## src/hdl/tnq_pkg.sv

```systemverilog
`timescale 1ns / 1ps
// types, codes and speed tables shared by the trackball click qualifier
package tnq_pkg;

  // event kinds of a result
  localparam logic [2:0] KIND_NONE  = 3'd0;
  localparam logic [2:0] KIND_KBD   = 3'd1;
  localparam logic [2:0] KIND_UP    = 3'd2;
  localparam logic [2:0] KIND_DOWN  = 3'd3;
  localparam logic [2:0] KIND_LEFT  = 3'd4;
  localparam logic [2:0] KIND_RIGHT = 3'd5;
  localparam logic [2:0] KIND_ENTER = 3'd6;

  localparam logic [7:0] CODE_ENTER = 8'd10;

  // configuration register indexes
  localparam logic [1:0] CFG_NAV_SPEED     = 2'd0;
  localparam logic [1:0] CFG_LONG_PRESS    = 2'd1;
  localparam logic [1:0] CFG_RELEASE_DEB   = 2'd2;
  localparam logic [1:0] CFG_TOUCH_POLL    = 2'd3;

  localparam int CfgDataW = 16;

  // register reset values
  localparam logic [2:0]  NAV_SPEED_RST   = 3'd3;
  localparam logic [15:0] LONG_PRESS_RST  = 16'd800;
  localparam logic [9:0]  RELEASE_DEB_RST = 10'd50;
  localparam logic [9:0]  TOUCH_POLL_RST  = 10'd20;

  localparam logic [2:0] SPEED_MIN = 3'd1;
  localparam logic [2:0] SPEED_MAX = 3'd5;

  typedef struct packed {
    logic [2:0]  nav_speed;
    logic [15:0] press_hold_ms;
    logic [9:0]  release_debounce_ms;
    logic [9:0]  touch_interval_ms;
  } tnq_cfg_t;

  typedef struct packed {
    logic [31:0]       now_ms;
    logic              kbd_event;
    logic [7:0]        kbd_code;
    logic              ball_moved;
    logic signed [7:0] delta_x;
    logic signed [7:0] delta_y;
    logic              click_low;
    logic              screen_on;
    logic              touch_present;
    logic              touched;
  } tnq_item_t;

  typedef struct packed {
    logic [2:0] event_kind;
    logic [7:0] event_code;
    logic       activity;
    logic       strong_activity;
    logic       long_press;
  } tnq_result_t;

  // timing and click state (accumulators travel separately, their width is a parameter)
  typedef struct packed {
    logic [31:0] last_nav_time;
    logic        click_pending;
    logic        long_fired;
    logic [31:0] click_start_time;
    logic [31:0] last_low_time;
    logic        press_began_screen_on;
    logic [31:0] last_touch_time;
  } tnq_state_t;

  // accumulator magnitude needed to fire, per speed level
  function automatic logic [2:0] nav_threshold(input logic [2:0] speed);
    logic [2:0] th;
    unique case (speed)
      3'd1:    th = 3'd5;
      3'd2:    th = 3'd4;
      3'd3:    th = 3'd3;
      3'd4:    th = 3'd2;
      3'd5:    th = 3'd1;
      default: th = 3'd5;
    endcase
    return th;
  endfunction

  // minimum milliseconds between navigation events, per speed level
  function automatic logic [8:0] nav_interval(input logic [2:0] speed);
    logic [8:0] iv;
    unique case (speed)
      3'd1:    iv = 9'd260;
      3'd2:    iv = 9'd220;
      3'd3:    iv = 9'd180;
      3'd4:    iv = 9'd140;
      3'd5:    iv = 9'd100;
      default: iv = 9'd260;
    endcase
    return iv;
  endfunction

endpackage

```

## src/hdl/trackball_nav_click_qualifier.sv

```systemverilog
`timescale 1ns / 1ps
// Trackball navigation and click qualifier, top level.
// Each accepted poll yields exactly one result transaction, registered in the output
// register, or in the skid entry while the output is held; a new poll is taken every
// clock while in_stall is low. The whole poll is worked in one pass of logic between
// the input port and the output register; an output register plus one skid entry let
// a poll be accepted while the previous result still waits, and in_stall rises only
// when both are full. Configuration is written through cfg_we/cfg_index/cfg_data; a
// speed outside 1 to 5 is stored clamped to that range.
module trackball_nav_click_qualifier #(
  parameter int ACCUM_LIMIT = 20
) (
  input  logic                          clk,
  input  logic                          rst,
  // configuration writes
  input  logic                          cfg_we,
  input  logic [1:0]                    cfg_index,
  input  logic [tnq_pkg::CfgDataW-1:0]  cfg_data,
  // poll input
  input  logic                          in_valid,
  output logic                          in_stall,
  input  logic [31:0]                   now_ms,
  input  logic                          kbd_event,
  input  logic [7:0]                    kbd_code,
  input  logic                          ball_moved,
  input  logic signed [7:0]             delta_x,
  input  logic signed [7:0]             delta_y,
  input  logic                          click_low,
  input  logic                          screen_on,
  input  logic                          touch_present,
  input  logic                          touched,
  // result output
  output logic                          out_valid,
  input  logic                          out_stall,
  output logic [2:0]                    event_kind,
  output logic [7:0]                    event_code,
  output logic                          activity,
  output logic                          strong_activity,
  output logic                          long_press
);
  import tnq_pkg::*;

  localparam int AccW = $clog2(ACCUM_LIMIT + 1) + 1;
  localparam logic signed [AccW-1:0] AccMax = AccW'(ACCUM_LIMIT);

  tnq_cfg_t    cfg;
  tnq_item_t   item;
  tnq_state_t  st, st_next;
  tnq_result_t res_new, out_res, skid_res;
  logic signed [AccW-1:0] accum_x, accum_y, accum_x_next, accum_y_next;
  logic skid_valid;
  logic in_accept, out_take;
  logic [2:0] speed_wr;

  assign item = '{now_ms: now_ms, kbd_event: kbd_event, kbd_code: kbd_code,
                  ball_moved: ball_moved, delta_x: delta_x, delta_y: delta_y,
                  click_low: click_low, screen_on: screen_on,
                  touch_present: touch_present, touched: touched};

  assign in_stall  = skid_valid;
  assign in_accept = in_valid && !in_stall;
  assign out_take  = out_valid && !out_stall;

  // speed write clamped into the table range
  always_comb begin
    priority if (cfg_data[2:0] < SPEED_MIN) speed_wr = SPEED_MIN;
    else if (cfg_data[2:0] > SPEED_MAX)     speed_wr = SPEED_MAX;
    else                                    speed_wr = cfg_data[2:0];
  end

  // configuration registers
  always_ff @(posedge clk) begin
    if (rst) begin
      cfg.nav_speed           <= NAV_SPEED_RST;
      cfg.press_hold_ms       <= LONG_PRESS_RST;
      cfg.release_debounce_ms <= RELEASE_DEB_RST;
      cfg.touch_interval_ms   <= TOUCH_POLL_RST;
    end else if (cfg_we) begin
      unique case (cfg_index)
        CFG_NAV_SPEED:   cfg.nav_speed           <= speed_wr;
        CFG_LONG_PRESS:  cfg.press_hold_ms       <= cfg_data[15:0];
        CFG_RELEASE_DEB: cfg.release_debounce_ms <= cfg_data[9:0];
        CFG_TOUCH_POLL:  cfg.touch_interval_ms   <= cfg_data[9:0];
        default:         cfg.nav_speed           <= cfg.nav_speed;
      endcase
    end
  end

  tnq_poll_step #(
    .ACCUM_LIMIT (ACCUM_LIMIT),
    .AccW        (AccW)
  ) u_step (
    .cfg        (cfg),
    .item       (item),
    .st         (st),
    .acc_x      (accum_x),
    .acc_y      (accum_y),
    .st_next    (st_next),
    .acc_x_next (accum_x_next),
    .acc_y_next (accum_y_next),
    .res        (res_new)
  );

  // poll state advances on every accepted transaction
  always_ff @(posedge clk) begin
    if (rst) begin
      st      <= '0;
      accum_x <= '0;
      accum_y <= '0;
    end else if (in_accept) begin
      st      <= st_next;
      accum_x <= accum_x_next;
      accum_y <= accum_y_next;
    end
  end

  // output register with one skid entry
  always_ff @(posedge clk) begin
    if (rst) begin
      out_valid  <= 1'b0;
      skid_valid <= 1'b0;
    end else if (!out_valid || out_take) begin
      if (skid_valid) begin
        out_valid  <= 1'b1;
        skid_valid <= 1'b0;
      end else begin
        out_valid <= in_accept;
      end
    end else if (in_accept) begin
      skid_valid <= 1'b1;
    end
  end

  always_ff @(posedge clk) begin
    if (!out_valid || out_take) begin
      if (skid_valid) begin
        out_res <= skid_res;
      end else if (in_accept) begin
        out_res <= res_new;
      end
    end else if (in_accept) begin
      skid_res <= res_new;
    end
  end

  assign event_kind      = out_res.event_kind;
  assign event_code      = out_res.event_code;
  assign activity        = out_res.activity;
  assign strong_activity = out_res.strong_activity;
  assign long_press      = out_res.long_press;

  // skid entry is only used behind a full output register
  a_skid_behind_out: assert property (@(posedge clk) disable iff (rst)
    skid_valid |-> out_valid)
    else $error("skid entry full while output register empty");

  // stored speed always selects a table entry
  a_speed_range: assert property (@(posedge clk) disable iff (rst)
    cfg.nav_speed >= SPEED_MIN && cfg.nav_speed <= SPEED_MAX)
    else $error("nav speed outside table range");

  // accumulators stay within the clamp limit
  a_accum_bound: assert property (@(posedge clk) disable iff (rst)
    accum_x <= AccMax && accum_x >= -AccMax && accum_y <= AccMax && accum_y >= -AccMax)
    else $error("accumulator beyond clamp limit");

  // a long press suppresses any other event of the same poll
  a_long_press_alone: assert property (@(posedge clk) disable iff (rst)
    out_valid && long_press |-> event_kind == KIND_NONE && event_code == 8'd0)
    else $error("event reported together with long press");

  // enter always carries the enter code
  a_enter_code: assert property (@(posedge clk) disable iff (rst)
    out_valid && event_kind == KIND_ENTER |-> event_code == CODE_ENTER)
    else $error("enter event with wrong code");

endmodule

```

## src/hdl/tnq_poll_step.sv

```systemverilog
`timescale 1ns / 1ps
// combinational next state and result for one poll
module tnq_poll_step #(
  parameter int ACCUM_LIMIT = 20,
  parameter int AccW = $clog2(ACCUM_LIMIT + 1) + 1
) (
  input  tnq_pkg::tnq_cfg_t      cfg,
  input  tnq_pkg::tnq_item_t     item,
  input  tnq_pkg::tnq_state_t    st,
  input  logic signed [AccW-1:0] acc_x,
  input  logic signed [AccW-1:0] acc_y,
  output tnq_pkg::tnq_state_t    st_next,
  output logic signed [AccW-1:0] acc_x_next,
  output logic signed [AccW-1:0] acc_y_next,
  output tnq_pkg::tnq_result_t   res
);
  import tnq_pkg::*;

  localparam int SumW = ((AccW > 8) ? AccW : 8) + 1;
  localparam logic signed [SumW-1:0] LimS   = SumW'(ACCUM_LIMIT);
  localparam logic signed [AccW-1:0] AccMax = AccW'(ACCUM_LIMIT);

  logic signed [SumW-1:0] sum_x, sum_y;
  logic signed [AccW-1:0] cx, cy;
  logic [AccW-1:0] ax, ay;
  logic [7:0] ax_w, ay_w, th_w;
  logic ydom, nav_time_ok, nav_fire;
  logic [2:0] nav_kind;
  logic has;

  // saturating accumulation, formed wide then clamped
  assign sum_x = SumW'(acc_x) + SumW'(item.delta_x);
  assign sum_y = SumW'(acc_y) + SumW'(item.delta_y);

  always_comb begin
    priority if (sum_x > LimS) cx = AccMax;
    else if (sum_x < -LimS)    cx = -AccMax;
    else                       cx = AccW'(sum_x);
  end

  always_comb begin
    priority if (sum_y > LimS) cy = AccMax;
    else if (sum_y < -LimS)    cy = -AccMax;
    else                       cy = AccW'(sum_y);
  end

  // dominant axis and threshold test
  assign ax   = cx[AccW-1] ? AccW'(-cx) : AccW'(cx);
  assign ay   = cy[AccW-1] ? AccW'(-cy) : AccW'(cy);
  assign ax_w = 8'(ax);
  assign ay_w = 8'(ay);
  assign th_w = 8'(nav_threshold(cfg.nav_speed));
  assign ydom = ay_w >= ax_w;
  assign nav_time_ok = (item.now_ms - st.last_nav_time) >= 32'(nav_interval(cfg.nav_speed));

  always_comb begin
    nav_fire = 1'b0;
    nav_kind = KIND_NONE;
    if (ydom && ay_w >= th_w) begin
      nav_fire = 1'b1;
      nav_kind = cy[AccW-1] ? KIND_UP : KIND_DOWN;
    end else if (!ydom && ax_w >= th_w) begin
      nav_fire = 1'b1;
      nav_kind = cx[AccW-1] ? KIND_LEFT : KIND_RIGHT;
    end
  end

  // keyboard, navigation, click and touch in poll order
  always_comb begin
    st_next    = st;
    acc_x_next = acc_x;
    acc_y_next = acc_y;
    res        = '0;
    has        = 1'b0;

    if (item.kbd_event) begin
      res.event_kind      = KIND_KBD;
      res.event_code      = item.kbd_code;
      res.activity        = 1'b1;
      res.strong_activity = 1'b1;
      has                 = 1'b1;
    end
    if (item.ball_moved) begin
      res.activity = 1'b1;
    end

    // navigation only when no keyboard event and the screen is on
    if (!item.kbd_event && item.screen_on) begin
      acc_x_next = cx;
      acc_y_next = cy;
      if (nav_time_ok && nav_fire) begin
        res.event_kind      = nav_kind;
        res.event_code      = '0;
        res.activity        = 1'b1;
        res.strong_activity = 1'b1;
        has                 = 1'b1;
        st_next.last_nav_time = item.now_ms;
        acc_x_next = '0;
        acc_y_next = '0;
      end
    end

    // click press, long press and debounced release
    if (item.click_low) begin
      st_next.last_low_time = item.now_ms;
      if (!st.click_pending) begin
        st_next.click_pending         = 1'b1;
        st_next.long_fired            = 1'b0;
        st_next.click_start_time      = item.now_ms;
        st_next.press_began_screen_on = item.screen_on;
        res.activity                  = 1'b1;
        res.strong_activity           = 1'b1;
      end else if (!st.long_fired &&
                   (item.now_ms - st.click_start_time) >= 32'(cfg.press_hold_ms)) begin
        res.long_press         = st.press_began_screen_on;
        st_next.long_fired     = 1'b1;
        has                    = 1'b0;
        res.event_kind         = KIND_NONE;
        res.event_code         = '0;
        res.activity           = 1'b1;
        res.strong_activity    = 1'b1;
      end
    end else if (st.click_pending) begin
      if ((item.now_ms - st.last_low_time) >= 32'(cfg.release_debounce_ms)) begin
        st_next.click_pending = 1'b0;
        st_next.long_fired    = 1'b0;
        if (!st.long_fired && !has && st.press_began_screen_on) begin
          res.event_kind        = KIND_ENTER;
          res.event_code        = CODE_ENTER;
          res.activity          = 1'b1;
          res.strong_activity   = 1'b1;
          st_next.last_nav_time = item.now_ms;
          acc_x_next = '0;
          acc_y_next = '0;
        end
      end
    end

    // touch sampled at most once per interval
    if (item.touch_present && item.screen_on) begin
      if ((item.now_ms - st.last_touch_time) >= 32'(cfg.touch_interval_ms)) begin
        st_next.last_touch_time = item.now_ms;
        if (item.touched) begin
          res.activity        = 1'b1;
          res.strong_activity = 1'b1;
        end
      end
    end
  end

endmodule
```

## config.mk

```make
export PLATFORM = sky130hd
export DESIGN_NAME = trackball_nav_click_qualifier
export DESIGN_NICKNAME = d
export VERILOG_FILES = /design/src/hdl/tnq_pkg.sv /design/src/hdl/trackball_nav_click_qualifier.sv /design/src/hdl/tnq_poll_step.sv
export SDC_FILE = /design/constraint.sdc
export NUM_CORES = 1
export LEC_CHECK = 0
export BUFFER_PORTS_ARGS = -buffer_cell sky130_fd_sc_hd__buf_2
export CAP_MARGIN = 15
export CORE_UTILIZATION = 61
export DETAILED_ROUTE_END_ITERATION = 8
export PLACE_DENSITY_LB_ADDON = 0.3
export SYNTH_ARGS = -nofsm -noshare
export SYNTH_HDL_FRONTEND = slang
export SYNTH_SLANG_ARGS = --single-unit
```

## constraint.sdc

```tcl
create_clock -name clk -period 10.9 [get_ports clk]
set_clock_uncertainty 0.15 [all_clocks]
set_input_delay 0.545 -clock clk [delete_from_list [all_inputs] [get_ports clk]]
set_output_delay 0.545 -clock clk [all_outputs]
set_load 0.02 [all_outputs]
```

==> results.yml, run 1 <==
cts:
  numCtsBuffers: 26
  clk_path_buf_depth: 3
  cts_hold_buf: 0
  ctsResizeCount: 0
  cts.sinks: 212
  cts-root-buf: "clkbuf_16"
  cts_tree: "built"
  clk_latency_ns: 0.55
  path_clk_slew_ns: 0.06
  cts_setup_buffers: 0
  htree_levels: 1
timing:
  final-max-slew-violation-count: 0
  period_share_pct: 57.9
  min_period_ns: 6.31
  tightestPinTransition_ns: 1.11
  setup_ws_ns: 4.59
  hold_violations: 0
  grt_setup_unrepaired: "false"
  max_freq_ghz: 0.159
  slew_headroom_pct: 26.0
  setup_viol: 0
  tns_ns: 0
yosys:
  ys.flop_type: "dfxtp_1"
  syn_nets: 2813
  synth_seq_area_share_pct: 24.1
  syn_area_per_cell_um2: 7.43
  syn_area_um2: 18800
  synthDistinctLibCells: 92
  yosys_warnings: 0
  async_flop_share_pct: 0
  ys_ff_latch: 212
  syn_inst: 2527
  synth_edf_count: 28
critical_path:
  crit_type: "flip-flop to flip-flop"
  crit_top_cell: "nand2_1"
  ff2ff_setup_slack_ns: 4.59
  crit_path_max_fanout: 32
  cp-end-kind: "flip-flop"
  start_kind: "flip-flop"
  crit_slowest_cell: "a2111oi_1"
  cp_cell_sequence: "ha_1 -> fa_1 -> a21o_1 -> a221oi_1 -> xor2_1 -> a2111oi_1 -> nand2_1 -> nand2_1 -> nand2_1 -> ha_1 -> nand2_1 -> a21oi_1 -> xnor2_1 -> a32oi_1 -> ha_1 -> nand2_1 -> o21ai_0 -> a41oi_1 -> nand3b_1 -> and3_1 -> nand2_2 -> a211oi_4 -> buf_4 -> mux2i_1"
  slowest_delay_ns: 0.89
  worstReg2RegEnd: "st[126]"
  r2r_cells: 24
  cp.required_ns: 11.21
  crit_arrival_ns: 6.62
  r2r-start: "accum_y[0]"
power:
  peakVddDrop_mv: 0.138
  power_mw: 2.47
  powerDensity_nw_per_um2: 122
  p_leak_nw: 7.87
drt:
  drtPass1Iterations: 6
  vias: 18692
  routed_via_density: 6.30
  drt_wl_total_mm: 55.3
  ant_nets: 0
  drtIter0Drc: 1552
  wire_per_inst_um: 18.6
  drc_errors: 0
worst_hold_path:
  min_path_cells: 3
  whs_endpoint: "cfg[34]"
  hp-start: "cfg_data[14]"
  hold_path.class: "input port to flip-flop"
placed_design:
  dp_hpwl_mm: 41.8
  dp_cells: 2920
  gp_congestion: 1.04
  io_buffers: 100
  dp_slack_ns: 4.39
global_routing:
  grt_pass1_wl_mm: 88.1
  overflow: 0
  grt_max_degree: 102
  antenna_found_initial: 1
  grt_use_total_pct: 34.5
  grt_pass1_vias: 17664
cells_and_area:
  drive_above_1_share_pct: 7.37
  final_nets: 2844
  layout.cells.non_filler: 2968
  area_growth_pct: 8.11
  fill_cells: 2589
  utilization_pct: 67.8
floorplan:
  initial_utilization_pct: 62.7
  core-area_um2: 30000
  die_w_um: 177
  rows: 63
  die_h_um: 177
  pin_count: 101
  die-area_um2: 31500
outcome:
  status: "finished clean"
flow_run:
  drv_cap: 0
how the worst max path moves through the flow:
stage	startpoint	end	slack, ns	cells past startpoint
final	accum_y[0]	st[126]	4.59	24
after global routing	accum_y[0]	st[126]	4.12	24
after CTS	accum_y[0]	st[126]	4.72	24
after detailed placement	now_ms[0]	event_code[0]	4.39	24
after global placement	now_ms[0]	event_kind[1]	4.57	24
after floorplan	now_ms[0]	event_kind[1]	5.37	23
state kept, by name, summed over array words and instances (netlist names):
signal / flops
st: 131
cfg: 39
skid_res: 14
event_code: 8
accum_x: 6
accum_y: 6
event_kind: 3
activity: 1
in_stall: 1
long_press: 1
out_valid: 1
strong_activity: 1
kinds of logic (layout without fill, tap and decap cells):
| group | count (synthesis) | after routing | share of synthesized area (%) |
|---|---|---|---|
| multiplexers | 47 | 47 | 2.52 |
| AO/OA/AOI/OAI | 768 | 768 | 26.4 |
| buffers and inverters | 336 | 386 | 6.88 |
| adder cells (fa/ha/maj) | 202 | 202 | 13.7 |
| XOR/XNOR | 76 | 76 | 3.62 |
| AND/OR/NAND/NOR | 884 | 884 | 22.8 |
| other | 2 | 3 | 0.0400 |
| flip-flops | 212 | 212 | 24.1 |
synth_stat cells, types with 30 or more instances:
| master | count | share of area [%] |
|---|---|---|
| nor3_1 | 45 | 1.2 |
| nor2_1 | 135 | 2.7 |
| a21oi_1 | 288 | 7.7 |
| xor2_1 | 34 | 1.6 |
| o211ai_1 | 38 | 1.5 |
| a21o_1 | 45 | 1.8 |
| dfxtp_1 | 184 | 20 |
| ha_1 | 195 | 13 |
| nand2_1 | 375 | 7.5 |
| xnor2_1 | 41 | 1.9 |
| nand3_1 | 42 | 1.1 |
| nand4_1 | 37 | 1.2 |
| inv_1 | 226 | 4.5 |
| nand2b_1 | 103 | 3.4 |
| clkbuf_1 | 99 | 2.0 |
| mux2i_1 | 44 | 2.3 |
| o21a_1 | 30 | 1.2 |
| o21ai_0 | 122 | 3.3 |
cell type report:
class | instances | area (µm²) | share of cell area (%)
clock inverter | 10 | 119 | 0.585
tap | 390 | 488 | 2.40
multi-input combinational | 1979 | 13000 | 63.9
sequential | 212 | 4520 | 22.3
clock buffer | 37 | 742 | 3.65
antenna | 1 | 2.50 | 0.0123
timing repair buffer | 113 | 604 | 2.98
inverter | 226 | 848 | 4.18
report_power, final:
part	leakage [nW]	switching (mW)	internal, mW	total [mW]
registers	1.76	0.0160	0.824	0.840
clock network	0.419	0.361	0.522	0.883
logic	5.68	0.466	0.285	0.751
metal layers:
metal  GRT usage (%)  vias to the layer above  wire [µm]
met2            58.6                      682      25900
li1                -                     9125          -
met4            13.1                        0       2060
met5               0                        -          0
met3            4.05                      136       3460
met1            44.5                     8749      23900
cells in the final DEF (no fill, tap or decap), types with 13 or more instances in the layout:
cell,n
a211o_1,21
a211oi_1,26
a21o_1,45
a21oi_1,288
a31oi_1,22
and3_1,18
buf_2,99
buf_4,13
clkbuf_16,26
dfxtp_1,184
edfxtp_1,28
ha_1,195
inv_1,226
mux2i_1,44
nand2_1,375
nand2b_1,103
nand3_1,42
nand4_1,37
nor2_1,133
nor2b_1,17
nor3_1,45
nor4_1,14
o211ai_1,38
o21a_1,30
o21ai_0,122
o31ai_1,15
o32ai_1,18
or3_1,13
xnor2_1,41
xor2_1,34
through the flow:
stage	hold slack [ns]	cell area, µm²
2_1_floorplan	0.286	18800
3_3_place_gp	0.292	19400
3_5_place_dp	0.296	19400
4_1_cts	0.0640	20300
5_1_grt	0.0851	20300
6_report	0.0828	20300
critical path, delay by kind of cell (launching register included):
family	cells	cell delay, ns
buffers and inverters	1	0.51
multiplexers	1	0.27
adder cells (fa/ha/maj)	4	1.29
XOR/XNOR	2	0.34
AO/OA/AOI/OAI	8	2.30
flip-flops	1	0.33
AND/OR/NAND/NOR	8	1.02
No activity file was read; power rests on OpenSTA's default activity.
==> run 2, diff against run 1 <==
Settings changed: ABC_AREA set to 1.
Clock period 10.9 ns to 5.9 ns, I/O delays scaled along.
==> results.yml, run 2 <==
outcome:
  status: "finished clean"
cts:
  cts.sinks: 212
  clk_latency_ns: 0.54
  numCtsBuffers: 26
  htree_levels: 1
  cts-root-buf: "clkbuf_16"
  clk_path_buf_depth: 3
  cts_tree: "built"
  path_clk_slew_ns: 0.06
yosys:
  yosys_warnings: 0
  synth_edf_count: 28
  ys.flop_type: "dfxtp_1"
  ys_ff_latch: 212
  synth_seq_area_share_pct: 25.2
  syn_inst: 2760
  synthTopCellsByArea: "dfxtp_1 21%, ha_1 14%, nand2_1 13%"
  syn_area_um2: 17900
  synth_common_cells: "630 x nand2_1, 397 x inv_1, 323 x a21oi_1"
  synthDistinctLibCells: 55
  syn_nets: 3046
  async_flop_share_pct: 0
  synth_top_area_cell: "dfxtp_1"
  synth.most_common_cell: "nand2_1"
  yosys.area.top_type_share_pct: 20.5
  syn_area_per_cell_um2: 6.50
drt:
  routed_via_density: 5.66
  drt_wl_total_mm: 52.3
  wire_per_inst_um: 15.9
  ant_nets: 0
  drtPass1Iterations: 7
  vias: 18657
  drtIter0Drc: 1293
  drc_errors: 0
critical_path:
  crit_path_max_fanout: 31
  r2r-start: "accum_x[0]"
  crit_type: "flip-flop to flip-flop"
  crit_arrival_ns: 5.69
  cp-end-kind: "flip-flop"
  cp.required_ns: 6.21
  crit_slowest_cell: "fa_1"
  crit_top_cell: "nand2_1"
  ff2ff_setup_slack_ns: 0.53
  slowest_delay_ns: 0.46
  crit_path_start: "accum_x[0]"
  start_kind: "flip-flop"
worst_hold_path:
  hold_path.class: "input port to flip-flop"
  hp-start: "now_ms[7]"
floorplan:
  die_h_um: 174
  die_w_um: 174
  pin_count: 101
  die-area_um2: 30100
  initial_utilization_pct: 62.2
  core-area_um2: 28900
  rows: 62
cells_and_area:
  largest_reg_flops: 131
  layout_commonest_cell: "nand2_1"
  biggestRegsByFlops: "st (131), cfg (39), skid_res (14)"
  largest-register: "st"
  final_nets: 3176
  layout.cells.non_filler: 3294
  area_growth_pct: 12.2
  final_cell_mix: "630 x nand2_1, 397 x inv_1, 323 x a21oi_1, 264 x nor2_1, 209 x o21ai_0"
  drive_above_1_share_pct: 6.81
timing:
  period_share_pct: 91.1
  tns_ns: 0
  min_period_ns: 5.37
  hold_violations: 0
  tightestPinTransition_ns: 1.01
  final-max-slew-violation-count: 0
  slew_headroom_pct: 32.0
  grt_setup_unrepaired: "false"
  max_freq_ghz: 0.186
  setup_viol: 0
global_routing:
  antenna_found_initial: 1
  grt_max_degree: 93
  overflow: 0
  grt_pass1_wl_mm: 83.8
  grt_use_total_pct: 33.7
  grt_pass1_vias: 18040
placed_design:
  dp_hpwl_mm: 39.5
  gp_congestion: 0.974
  dp_cells: 3195
  io_buffers: 100
power:
  powerDensity_nw_per_um2: 240
  peakVddDrop_mv: 0.240
  p_leak_nw: 9.55
flow_run:
  drv_cap: 0
run 2: changes by cell type in the layout (fill, tap and decap cells not counted), moves of 35 or more:
cell           previous run  this run
a21oi_1                 288       323
nand3_1                  42       137
nor2_1                  133       264
dlygate4sd3_1             0        48
nand2b_1                103         0
o21ai_0                 122       209
inv_1                   226       397
nand2_1                 375       630
mux2i_1                  44         0
run 2: final cells by class:
| class | count | area, µm² |
|---|---|---|
| tap | 384 | 480 |
| fill | 2470 | 8710 |
| clock inverter | 13 | 130 |
| inverter | 412 | 1550 |
| clock buffer | 34 | 722 |
| multi-input combinational | 2078 | 11700 |
| timing repair buffer | 160 | 1080 |
| antenna | 1 | 2.50 |
| sequential | 212 | 4520 |
run 2: cell families after synthesis:
kind of cell	count (synthesis)	synth area share (%)
buffers and inverters	471	10.1
adder cells (fa/ha/maj)	201	14.3
XOR/XNOR	93	4.54
other	2	0.0418
AO/OA/AOI/OAI	632	19.0
AND/OR/NAND/NOR	1149	26.8
flip-flops	212	25.2
run 2: final timing paths:
check | endpoint | cells after the start
hold reg to reg | st[44] | 2
setup / recovery | st[113] | 32
hold / removal | st[106] | 3
setup reg to reg | st[113] | 32
run 2: routing by layer:
layer  track usage (%)  part of all wire, %
met5                 0                    0
met4              15.6                  4.8
met3              3.53                  6.6
met1              39.1                   40
met2              62.0                   48
run 2: report_power, final:
part / internal, mW / switching, mW
clock: 0.949 / 0.646
combinational: 0.601 / 1.07
sequential: 1.55 / 0.0250
run 2: per-stage QoR:
step | setup slack, ns | util (%) | hold slack (ns) | power [mW] | instance area [µm²]
global route | 0.0401 | 69.8 | 0.0146 | 5.11 | 20100
finish | 0.526 | 69.8 | 0.0212 | 4.84 | 20100
global placement | 0.576 | 65.0 | 0.290 | 3.15 | 18800
CTS | 0.331 | 69.6 | 0.0000498 | 4.81 | 20100
floorplan | 1.39 | - | 0.245 | 2.79 | 17900
detailed placement | 0.287 | 65.0 | 0.301 | 3.20 | 18800
run 2: timing repair:
| item | in CTS | in global routing |
|---|---|---|
| hold buffers | 48 | 0 |
| resized for setup | 0 | 4 |
| endpoints found under the hold margin | 67 | 0 |
| buffers inserted | 0 | 0 |
| setup endpoints to repair | 0 | 31 |
run 2: critical path, delay by kind of cell, from the launching register on:
family                     cells  cell delay (ns)
adders and majority gates      4             1.26
AOI/OAI and AO/OA              4             0.74
buffers and inverters          5             0.35
and+or+nand+nor               19             2.41
DFF                            1             0.35
